**src/rtl/jrgb_pkg.sv**
```systemverilog
// Shared constants and types for the level-to-jet RGBA color mapper.
// Used by jrgb_front, jrgb_cell and level_to_jet_rgba_top; no dependencies.
package jrgb_pkg;

  // fixed-point format of the level values
  localparam int FRACTION_BITS = 8;
  localparam int SAMPLE_W      = 16;
  localparam int COLOR_W       = 8;

  // one lane per color channel: red, green, blue
  localparam int LANES      = 3;
  localparam int LANE_RED   = 0;
  localparam int LANE_GREEN = 1;
  localparam int LANE_BLUE  = 2;

  // divider sizing: quotient is below 256, one quotient bit per cell
  localparam int QUO_W     = COLOR_W;
  localparam int NUM_CELLS = QUO_W;
  localparam int RANGE_W   = 16;                 // max_level - min_level, clamped
  localparam int DIV_W     = RANGE_W + 1 + QUO_W - 1; // (2 * range) << 7
  localparam int REM_W     = RANGE_W + 1 + QUO_W;     // below (2 * range) << 8
  localparam int TENT_W    = RANGE_W + 2;              // |4d - k*r|
  localparam int NUM_W     = TENT_W + 2;               // 3r - 2a, signed

  // level constants in raw fixed point
  localparam int CUT_OFFSET = 10 << FRACTION_BITS;
  localparam int TENTH      = (1 << FRACTION_BITS) / 10;
  localparam int UNIT_RANGE = 1 << FRACTION_BITS;

  // register reset values
  localparam logic [SAMPLE_W-1:0] MIN_LEVEL_RESET = 16'd0;
  localparam logic [SAMPLE_W-1:0] MAX_LEVEL_RESET = 16'd30720;

  // output constants
  localparam logic [COLOR_W-1:0] COLOR_FULL = 8'd255;
  localparam logic [COLOR_W-1:0] ALPHA_ON   = 8'd200;

  // configuration register indexes
  localparam int CFG_IDX_W = 1;
  typedef enum logic [CFG_IDX_W-1:0] {
    REG_MIN_LEVEL = 1'b0,
    REG_MAX_LEVEL = 1'b1
  } cfg_reg_t;

  // data handed from cell to cell
  typedef struct packed {
    logic                              cut;   // sample below cut-off
    logic [LANES-1:0]                  full;  // tent saturated at 1
    logic [LANES-1:0]                  zero;  // tent at or below 0
    logic [DIV_W-1:0]                  div_hi; // divisor aligned to top quotient bit
    logic [LANES-1:0][REM_W-1:0]       rem;
    logic [LANES-1:0][QUO_W-1:0]       quo;
  } cell_data_t;

endpackage

```
**src/rtl/jrgb_front.sv**
```systemverilog
// Front end of the jet color mapper: cut-off test, normalization and tent
// numerators over three pipeline stages. Depends on jrgb_pkg.
module jrgb_front (
  input  logic                              clk,
  input  logic                              rst,
  input  logic [jrgb_pkg::SAMPLE_W-1:0]     min_level,
  input  logic [jrgb_pkg::SAMPLE_W-1:0]     max_level,
  input  logic                              in_valid,
  output logic                              in_ready,
  input  logic [jrgb_pkg::SAMPLE_W-1:0]     level_sample,
  output logic                              out_valid,
  input  logic                              out_ready,
  output jrgb_pkg::cell_data_t              out_data
);

  // stage registers
  logic                                     a_valid;
  logic                                     a_cut;
  logic [jrgb_pkg::RANGE_W-1:0]             a_r;
  logic [jrgb_pkg::RANGE_W-1:0]             a_d;
  logic                                     b_valid;
  logic                                     b_cut;
  logic [jrgb_pkg::RANGE_W-1:0]             b_r;
  logic [jrgb_pkg::TENT_W-1:0]              b_r3;
  logic [jrgb_pkg::LANES-1:0][jrgb_pkg::TENT_W-1:0] b_a;
  logic                                     c_valid;
  jrgb_pkg::cell_data_t                     c_data;

  // stage a combinational values
  logic signed [jrgb_pkg::SAMPLE_W+1:0]     s_ext;
  logic signed [jrgb_pkg::SAMPLE_W+1:0]     low_cut;
  logic signed [jrgb_pkg::SAMPLE_W:0]       rdiff;
  logic signed [jrgb_pkg::SAMPLE_W:0]       dd;
  logic                                     cut_next;
  logic [jrgb_pkg::RANGE_W-1:0]             r_next;
  logic [jrgb_pkg::RANGE_W-1:0]             d_next;

  // stage b combinational values
  logic [jrgb_pkg::LANES-1:0][jrgb_pkg::TENT_W-1:0] kr;
  logic signed [jrgb_pkg::TENT_W:0]         e [jrgb_pkg::LANES];
  logic signed [jrgb_pkg::TENT_W:0]         e_abs [jrgb_pkg::LANES];
  logic [jrgb_pkg::LANES-1:0][jrgb_pkg::TENT_W-1:0] a_next;

  // stage c combinational values
  logic signed [jrgb_pkg::NUM_W-1:0]        num [jrgb_pkg::LANES];
  logic [jrgb_pkg::RANGE_W:0]               n_low [jrgb_pkg::LANES];
  jrgb_pkg::cell_data_t                     c_next;

  logic                                     a_ready;
  logic                                     b_ready;
  logic                                     c_ready;

  // ready chain: a stage takes data when empty or when it is moving on
  assign c_ready  = !c_valid || out_ready;
  assign b_ready  = !b_valid || c_ready;
  assign a_ready  = !a_valid || b_ready;
  assign in_ready = a_ready;

  // stage a: cut-off test, range and clamped offset
  always_comb begin
    s_ext   = {{2{level_sample[jrgb_pkg::SAMPLE_W-1]}}, level_sample};
    low_cut = $signed({{2{min_level[jrgb_pkg::SAMPLE_W-1]}}, min_level})
              - $signed((jrgb_pkg::SAMPLE_W+2)'(jrgb_pkg::CUT_OFFSET));
    cut_next = (s_ext < low_cut) ||
               ($signed(level_sample) <= $signed(jrgb_pkg::SAMPLE_W'(jrgb_pkg::TENTH)));
    rdiff = $signed({max_level[jrgb_pkg::SAMPLE_W-1], max_level})
            - $signed({min_level[jrgb_pkg::SAMPLE_W-1], min_level});
    if (rdiff <= 0) begin
      r_next = jrgb_pkg::RANGE_W'(jrgb_pkg::UNIT_RANGE);
    end else begin
      r_next = rdiff[jrgb_pkg::RANGE_W-1:0];
    end
    dd = $signed({level_sample[jrgb_pkg::SAMPLE_W-1], level_sample})
         - $signed({min_level[jrgb_pkg::SAMPLE_W-1], min_level});
    if (dd < 0) begin
      d_next = '0;
    end else if (dd > $signed({1'b0, r_next})) begin
      d_next = r_next;
    end else begin
      d_next = dd[jrgb_pkg::RANGE_W-1:0];
    end
  end

  always_ff @(posedge clk) begin
    if (rst) begin
      a_valid <= 1'b0;
    end else if (a_ready) begin
      a_valid <= in_valid;
    end
  end

  always_ff @(posedge clk) begin
    if (in_valid && a_ready) begin
      a_cut <= cut_next;
      a_r   <= r_next;
      a_d   <= d_next;
    end
  end

  // stage b: tent distances |4d - k*r| for k = 3, 2, 1
  always_comb begin
    kr[jrgb_pkg::LANE_RED]   = {1'b0, a_r, 1'b0} + {2'b00, a_r};
    kr[jrgb_pkg::LANE_GREEN] = {1'b0, a_r, 1'b0};
    kr[jrgb_pkg::LANE_BLUE]  = {2'b00, a_r};
    for (int i = 0; i < jrgb_pkg::LANES; i++) begin
      e[i]      = $signed({1'b0, a_d, 2'b00}) - $signed({1'b0, kr[i]});
      e_abs[i]  = (e[i] < 0) ? -e[i] : e[i];
      a_next[i] = e_abs[i][jrgb_pkg::TENT_W-1:0];
    end
  end

  always_ff @(posedge clk) begin
    if (rst) begin
      b_valid <= 1'b0;
    end else if (b_ready) begin
      b_valid <= a_valid;
    end
  end

  always_ff @(posedge clk) begin
    if (a_valid && b_ready) begin
      b_cut <= a_cut;
      b_r   <= a_r;
      b_r3  <= kr[jrgb_pkg::LANE_RED];
      b_a   <= a_next;
    end
  end

  // stage c: numerators 3r - 2a, saturation flags and dividend 255 * num
  always_comb begin
    c_next.cut    = b_cut;
    c_next.div_hi = {b_r, {jrgb_pkg::QUO_W{1'b0}}};
    c_next.quo    = '0;
    for (int i = 0; i < jrgb_pkg::LANES; i++) begin
      num[i] = $signed({2'b00, b_r3}) - $signed({1'b0, b_a[i], 1'b0});
      c_next.zero[i] = (num[i] <= 0);
      c_next.full[i] = (num[i] >= $signed({3'b000, b_r, 1'b0}));
      n_low[i] = num[i][jrgb_pkg::RANGE_W:0];
      c_next.rem[i] = {n_low[i], {jrgb_pkg::QUO_W{1'b0}}}
                      - {{jrgb_pkg::QUO_W{1'b0}}, n_low[i]};
    end
  end

  always_ff @(posedge clk) begin
    if (rst) begin
      c_valid <= 1'b0;
    end else if (c_ready) begin
      c_valid <= b_valid;
    end
  end

  always_ff @(posedge clk) begin
    if (b_valid && c_ready) begin
      c_data <= c_next;
    end
  end

  assign out_valid = c_valid;
  assign out_data  = c_data;

endmodule

```
**src/rtl/jrgb_cell.sv**
```systemverilog
// One cell of the divider chain: settles one quotient bit for each color
// lane and hands the partial remainders on. Depends on jrgb_pkg.
module jrgb_cell (
  input  logic                 clk,
  input  logic                 rst,
  input  logic                 in_valid,
  output logic                 in_ready,
  input  jrgb_pkg::cell_data_t in_data,
  output logic                 out_valid,
  input  logic                 out_ready,
  output jrgb_pkg::cell_data_t out_data
);

  logic                        valid;
  jrgb_pkg::cell_data_t        data;
  jrgb_pkg::cell_data_t        data_next;
  logic [jrgb_pkg::LANES-1:0]  take;
  logic [jrgb_pkg::REM_W-1:0]  diff [jrgb_pkg::LANES];
  logic [jrgb_pkg::REM_W-1:0]  kept [jrgb_pkg::LANES];

  assign in_ready = !valid || out_ready;

  // restoring step: subtract the aligned divisor when it fits, then shift
  always_comb begin
    data_next = in_data;
    for (int i = 0; i < jrgb_pkg::LANES; i++) begin
      take[i] = (in_data.rem[i] >= {1'b0, in_data.div_hi});
      diff[i] = in_data.rem[i] - {1'b0, in_data.div_hi};
      kept[i] = take[i] ? diff[i] : in_data.rem[i];
      data_next.rem[i] = {kept[i][jrgb_pkg::REM_W-2:0], 1'b0};
      data_next.quo[i] = {in_data.quo[i][jrgb_pkg::QUO_W-2:0], take[i]};
    end
  end

  always_ff @(posedge clk) begin
    if (rst) begin
      valid <= 1'b0;
    end else if (in_ready) begin
      valid <= in_valid;
    end
  end

  always_ff @(posedge clk) begin
    if (in_valid && in_ready) begin
      data <= data_next;
    end
  end

  assign out_valid = valid;
  assign out_data  = data;

endmodule

```
**src/rtl/level_to_jet_rgba_top.sv**
```systemverilog
// Top level of the level-to-jet RGBA mapper: registers, front end, divider
// chain of jrgb_cell and pixel output. Depends on jrgb_pkg, jrgb_front, jrgb_cell.
// Pipeline: 3 front stages, then one stage per quotient bit in the 8-cell
// divider chain.
// Throughput: one sample per clock unless out_ready stalls it; every stage holds
// one item and moves on whenever the stage after it is empty or moving.
// Reset: synchronous, clears all valid bits; min_level resets to 0 and
// max_level to 30720 (120.0 dB).
module level_to_jet_rgba_top (
  input  logic                               clk,
  input  logic                               rst,
  input  logic                               cfg_valid,
  output logic                               cfg_ready,
  input  logic [jrgb_pkg::CFG_IDX_W-1:0]     cfg_index,
  input  logic [jrgb_pkg::SAMPLE_W-1:0]      cfg_data,
  input  logic                               in_valid,
  output logic                               in_ready,
  input  logic [jrgb_pkg::SAMPLE_W-1:0]      level_sample,
  output logic                               out_valid,
  input  logic                               out_ready,
  output logic [jrgb_pkg::COLOR_W-1:0]       red,
  output logic [jrgb_pkg::COLOR_W-1:0]       green,
  output logic [jrgb_pkg::COLOR_W-1:0]       blue,
  output logic [jrgb_pkg::COLOR_W-1:0]       alpha
);

  logic [jrgb_pkg::SAMPLE_W-1:0]   min_level;
  logic [jrgb_pkg::SAMPLE_W-1:0]   max_level;
  logic [jrgb_pkg::NUM_CELLS:0]    chain_valid;
  logic [jrgb_pkg::NUM_CELLS:0]    chain_ready;
  jrgb_pkg::cell_data_t            chain_data [jrgb_pkg::NUM_CELLS+1];
  jrgb_pkg::cell_data_t            last;
  logic [jrgb_pkg::COLOR_W-1:0]    color [jrgb_pkg::LANES];

  // configuration registers, always ready
  assign cfg_ready = 1'b1;

  always_ff @(posedge clk) begin
    if (rst) begin
      min_level <= jrgb_pkg::MIN_LEVEL_RESET;
      max_level <= jrgb_pkg::MAX_LEVEL_RESET;
    end else if (cfg_valid && cfg_ready) begin
      case (jrgb_pkg::cfg_reg_t'(cfg_index))
        jrgb_pkg::REG_MIN_LEVEL: min_level <= cfg_data;
        jrgb_pkg::REG_MAX_LEVEL: max_level <= cfg_data;
        default: ;
      endcase
    end
  end

  // front end: cut-off, normalization, tent numerators
  jrgb_front u_front (
    .clk          (clk),
    .rst          (rst),
    .min_level    (min_level),
    .max_level    (max_level),
    .in_valid     (in_valid),
    .in_ready     (in_ready),
    .level_sample (level_sample),
    .out_valid    (chain_valid[0]),
    .out_ready    (chain_ready[0]),
    .out_data     (chain_data[0])
  );

  // divider chain, one quotient bit per cell
  for (genvar g = 0; g < jrgb_pkg::NUM_CELLS; g++) begin : g_cell
    jrgb_cell u_cell (
      .clk       (clk),
      .rst       (rst),
      .in_valid  (chain_valid[g]),
      .in_ready  (chain_ready[g]),
      .in_data   (chain_data[g]),
      .out_valid (chain_valid[g+1]),
      .out_ready (chain_ready[g+1]),
      .out_data  (chain_data[g+1])
    );
  end

  assign last                                = chain_data[jrgb_pkg::NUM_CELLS];
  assign out_valid                           = chain_valid[jrgb_pkg::NUM_CELLS];
  assign chain_ready[jrgb_pkg::NUM_CELLS]    = out_ready;

  // pixel assembly: cut-off and saturated tents override the quotient
  always_comb begin
    for (int i = 0; i < jrgb_pkg::LANES; i++) begin
      if (last.cut || last.zero[i]) begin
        color[i] = '0;
      end else if (last.full[i]) begin
        color[i] = jrgb_pkg::COLOR_FULL;
      end else begin
        color[i] = last.quo[i];
      end
    end
  end

  assign red   = color[jrgb_pkg::LANE_RED];
  assign green = color[jrgb_pkg::LANE_GREEN];
  assign blue  = color[jrgb_pkg::LANE_BLUE];
  assign alpha = last.cut ? '0 : jrgb_pkg::ALPHA_ON;

endmodule

```
**config.mk**
```make
export PLATFORM = sky130hd
export DESIGN_NAME = level_to_jet_rgba_top
export DESIGN_NICKNAME = d
export VERILOG_FILES = /design/src/rtl/jrgb_pkg.sv /design/src/rtl/jrgb_front.sv /design/src/rtl/jrgb_cell.sv /design/src/rtl/level_to_jet_rgba_top.sv
export SDC_FILE = /design/constraint.sdc
export NUM_CORES = 2
export LEC_CHECK = 0
export ABC_AREA = 1
export BUFFER_PORTS_ARGS = -buffer_cell sky130_fd_sc_hd__buf_4
export CAP_MARGIN = 20
export CORE_UTILIZATION = 25
export DETAILED_ROUTE_END_ITERATION = 12
export PLACE_DENSITY = 0.42
export SYNTH_ARGS = -nofsm -noshare
export SYNTH_HDL_FRONTEND = slang
export SYNTH_SLANG_ARGS = --single-unit
```
**constraint.sdc**
```tcl
create_clock -name clk -period 6.9 [get_ports clk]
set_input_delay 0.69 -clock clk [delete_from_list [all_inputs] [get_ports clk]]
set_output_delay 0.69 -clock clk [all_outputs]
set_load 0.05 [all_outputs]
```
==> results.ini <==
[yosys]
synthAdderAreaFrac_pct = 13.3
async_flop_share_pct = 0
synth-xor-area-share_pct = 6.47
yosys.area_share.simple_pct = 19.0
synth-compound-area-share_pct = 11.3
synth-seq-cells = 943
ys_top_cells_by_area = edfxtp_1 (43%), ha_1 (12%), nand2_1 (9.3%)
ys_types = 78
synthFlopType = edfxtp_1
synth_top_area_share_pct = 42.9
synth_area_per_cell_um2 = 8.88
synth_most_common_cell = nand2_1
synth_top_family_by_area = simple AND/OR/NAND/NOR gates
synthCells = 7100
synth_warnings = 0
synth_largest_area_cell = edfxtp_1
synth-seq-area-share_pct = 44.2
synth_edf_count = 900
synthMuxAreaShare_pct = 0.0179
synth_commonest_cells = nand2_1 (1556), edfxtp_1 (900), inv_1 (813)
synthesis.area_um2 = 63000

[clock_network]
root_buffer = clkbuf_16
post_cts_buffers = 0
htree_levels = 3
cts_buffers = 111
cts-resized-gates = 0
postCtsHoldBufs = 0
cts.sinks = 943
cts_tree = done
clock_path_buffers = 3
path_clk_slew_ps = 60
clock_latency_ps = 790

[die]
start_util_pct = 25.3
die_y_um = 504
rows = 183
die-area_um2 = 254000
ios = 73
die_width_um = 504
core_um2 = 250000

[timing]
worstMarginPinSlew_ps = 1040
finalCritPeriodShare_pct = 70.3
final.setup.tns_ps = 0
slew_headroom_pct = 30.8
fmax_mhz = 206
rsz0062_at_grt = false
finalHoldViolCount = 0
slew_violations = 0
worst_clock_skew_ps = 97.9
setup_violations = 0
min_period_ps = 4850
holdWs_ps = 156

[layout]
postLayoutCellArea_um2 = 71600
syn2layout_area_growth_pct = 13.5
fillers = 26500
fin_nets = 7908
drive_gt1_share_pct = 5.61
finalNonFillerCells = 10600

[critical_path]
rr_worst_depth = 21
critical_path_class = flop to flop
r2r-start = u_front.a_r[0]
arrival_ps = 5350
crit_fanout = 13
startpoint = u_front.a_r[0]
r2r_end = u_front.b_a[13]
end_kind = flop
start_kind = flop
cp.required_ps = 7400
r2r_slack_ps = 2050

[pwr]
power.density_nw_per_um2 = 344
peakVddDrop_mv = 0.216
power_mw = 24.7
leakagePower_nw = 30.0

[detailed_routing]
ant_nets = 0
drtIter0Drc = 2858
post_drt_wl_per_cell_um = 19.5
wirelength_mm = 207
dr.pass1.iters = 5
drcViolationCount = 0
viasPerCell = 4.56
num_vias = 48600

[placement]
gp_congestion = 0.887
place.port_buffers = 66
dp.cells = 10400
dp_hpwl_mm = 171
placed_cell_area_um2 = 67500

[worst_hold_path]
hold_end = max_level[11]
min_path_type = primary input to flop
min_path_cells = 3
hp-start = cfg_data[11]

[grt]
grt_pass1_vias = 48700
grt_usage_pct = 15.9
grt_start_max_net_pins = 95
antenna_found_initial = 1
grt.overflow.total = 0
grt_pass1_wl_mm = 307

[run_status]
status = complete, no violations

[job]
max_cap_violations = 0

==> worst max-delay path by stage <==
stage | endpoint | slack [ps] | cells after the start
after floorplan | u_front.out_data[108] | 530 | 10
after CTS | u_front.b_a[13] | 2080 | 21
after detailed placement | u_front.b_a[13] | 2100 | 21
final | u_front.b_a[13] | 2050 | 21
after global routing | u_front.b_a[13] | 1620 | 21
after global placement | u_front.b_a[13] | 2090 | 21
==> area by class of cell <==
class / instances / area [µm²] / share of cell area, %
Tap cell: 3330 / 4170 / 5.82
Timing Repair Buffer: 90 / 748 / 1.05
Inverter: 832 / 3130 / 4.38
Sequential cell: 943 / 27900 / 39.0
Antenna cell: 3 / 7.51 / 0.0105
Clock buffer: 125 / 2830 / 3.95
Clock inverter: 85 / 1170 / 1.64
Multi-Input combinational cell: 5239 / 31600 / 44.2
==> critical path, stage by stage, from the launching register on <==
cell      delay, ps
edfxtp_1        590
ha_1            230
inv_1            70
fa_1            420
o31ai_2         360
nand2_1         100
nand2_1         120
a21boi_1        100
o21ai_0         280
a21oi_1         150
xor2_1          190
inv_1            60
ha_1            350
nand2_1         120
nor4_1          410
nand2_1         100
nand3_1         370
inv_1           310
nand2_1         130
nand2_1          50
nand2_1          60
inv_1            40
==> metrics by stage <==
step / setup slack [ps] / util [%]
2_1_floorplan: 529 / -
3_3_place_gp: 2090 / 27.0
3_5_place_dp: 2100 / 27.0
4_1_cts: 2080 / 28.7
5_1_grt: 1620 / 28.7
6_report: 2050 / 28.7
==> kinds of logic after synthesis <==
logic type | Yosys count
multiplexers | 1
adder cells (fa/ha/maj) | 653
XOR/XNOR | 448
AND/OR/NAND/NOR | 2844
other | 2
buffers and inverters | 922
AO/OA/AOI/OAI | 1287
flip-flops | 943
==> power breakdown <==
group	internal (mW)	total [mW]	switching, mW
sequential	7.14	7.47	0.325
combinational	3.64	10.7	7.09
clock	3.84	6.46	2.62
total	14.6	24.7	10.0
==> flip-flops by register name (all words and copies together), names as in the netlist <==
name / flops
g_cell.u_cell.out_data: 689
g_cell.u_cell.out_valid: 8
max_level: 16
min_level: 16
u_front.a_cut: 1
u_front.a_d: 16
u_front.a_r: 16
u_front.a_valid: 1
u_front.b_a: 51
u_front.b_cut: 1
u_front.b_r: 15
u_front.b_r3: 17
u_front.b_valid: 1
u_front.out_data: 94
u_front.out_valid: 1
==> metal layers <==
metal | routed length [µm] | vias up | global-route usage, %
met5 | 0 | - | 0
met4 | 8180 | 0 | 5.94
met3 | 5120 | 297 | 1.57
met2 | 107000 | 754 | 29.9
met1 | 86700 | 22900 | 18.4
li1 | - | 24600 | -
==> cells in the final DEF (no fill, tap or decap), drive strengths merged, types with 17 or more instances in the layout <==
cell	count
edfxtp	900
inv	835
xnor2	198
a21oi	653
or2	18
o21a	18
nand2	1578
o2111ai	17
a21boi	26
o211ai	25
nand4	78
clkbuf	125
a21o	31
clkinv	48
xor2	250
buf	90
nor2	632
dfxtp	43
o31ai	23
nand3b	43
fa	27
nor3	86
ha	626
nand3	351
bufinv	23
o21ai	427
nor4	39
No activity file was read; power rests on OpenSTA's default activity.
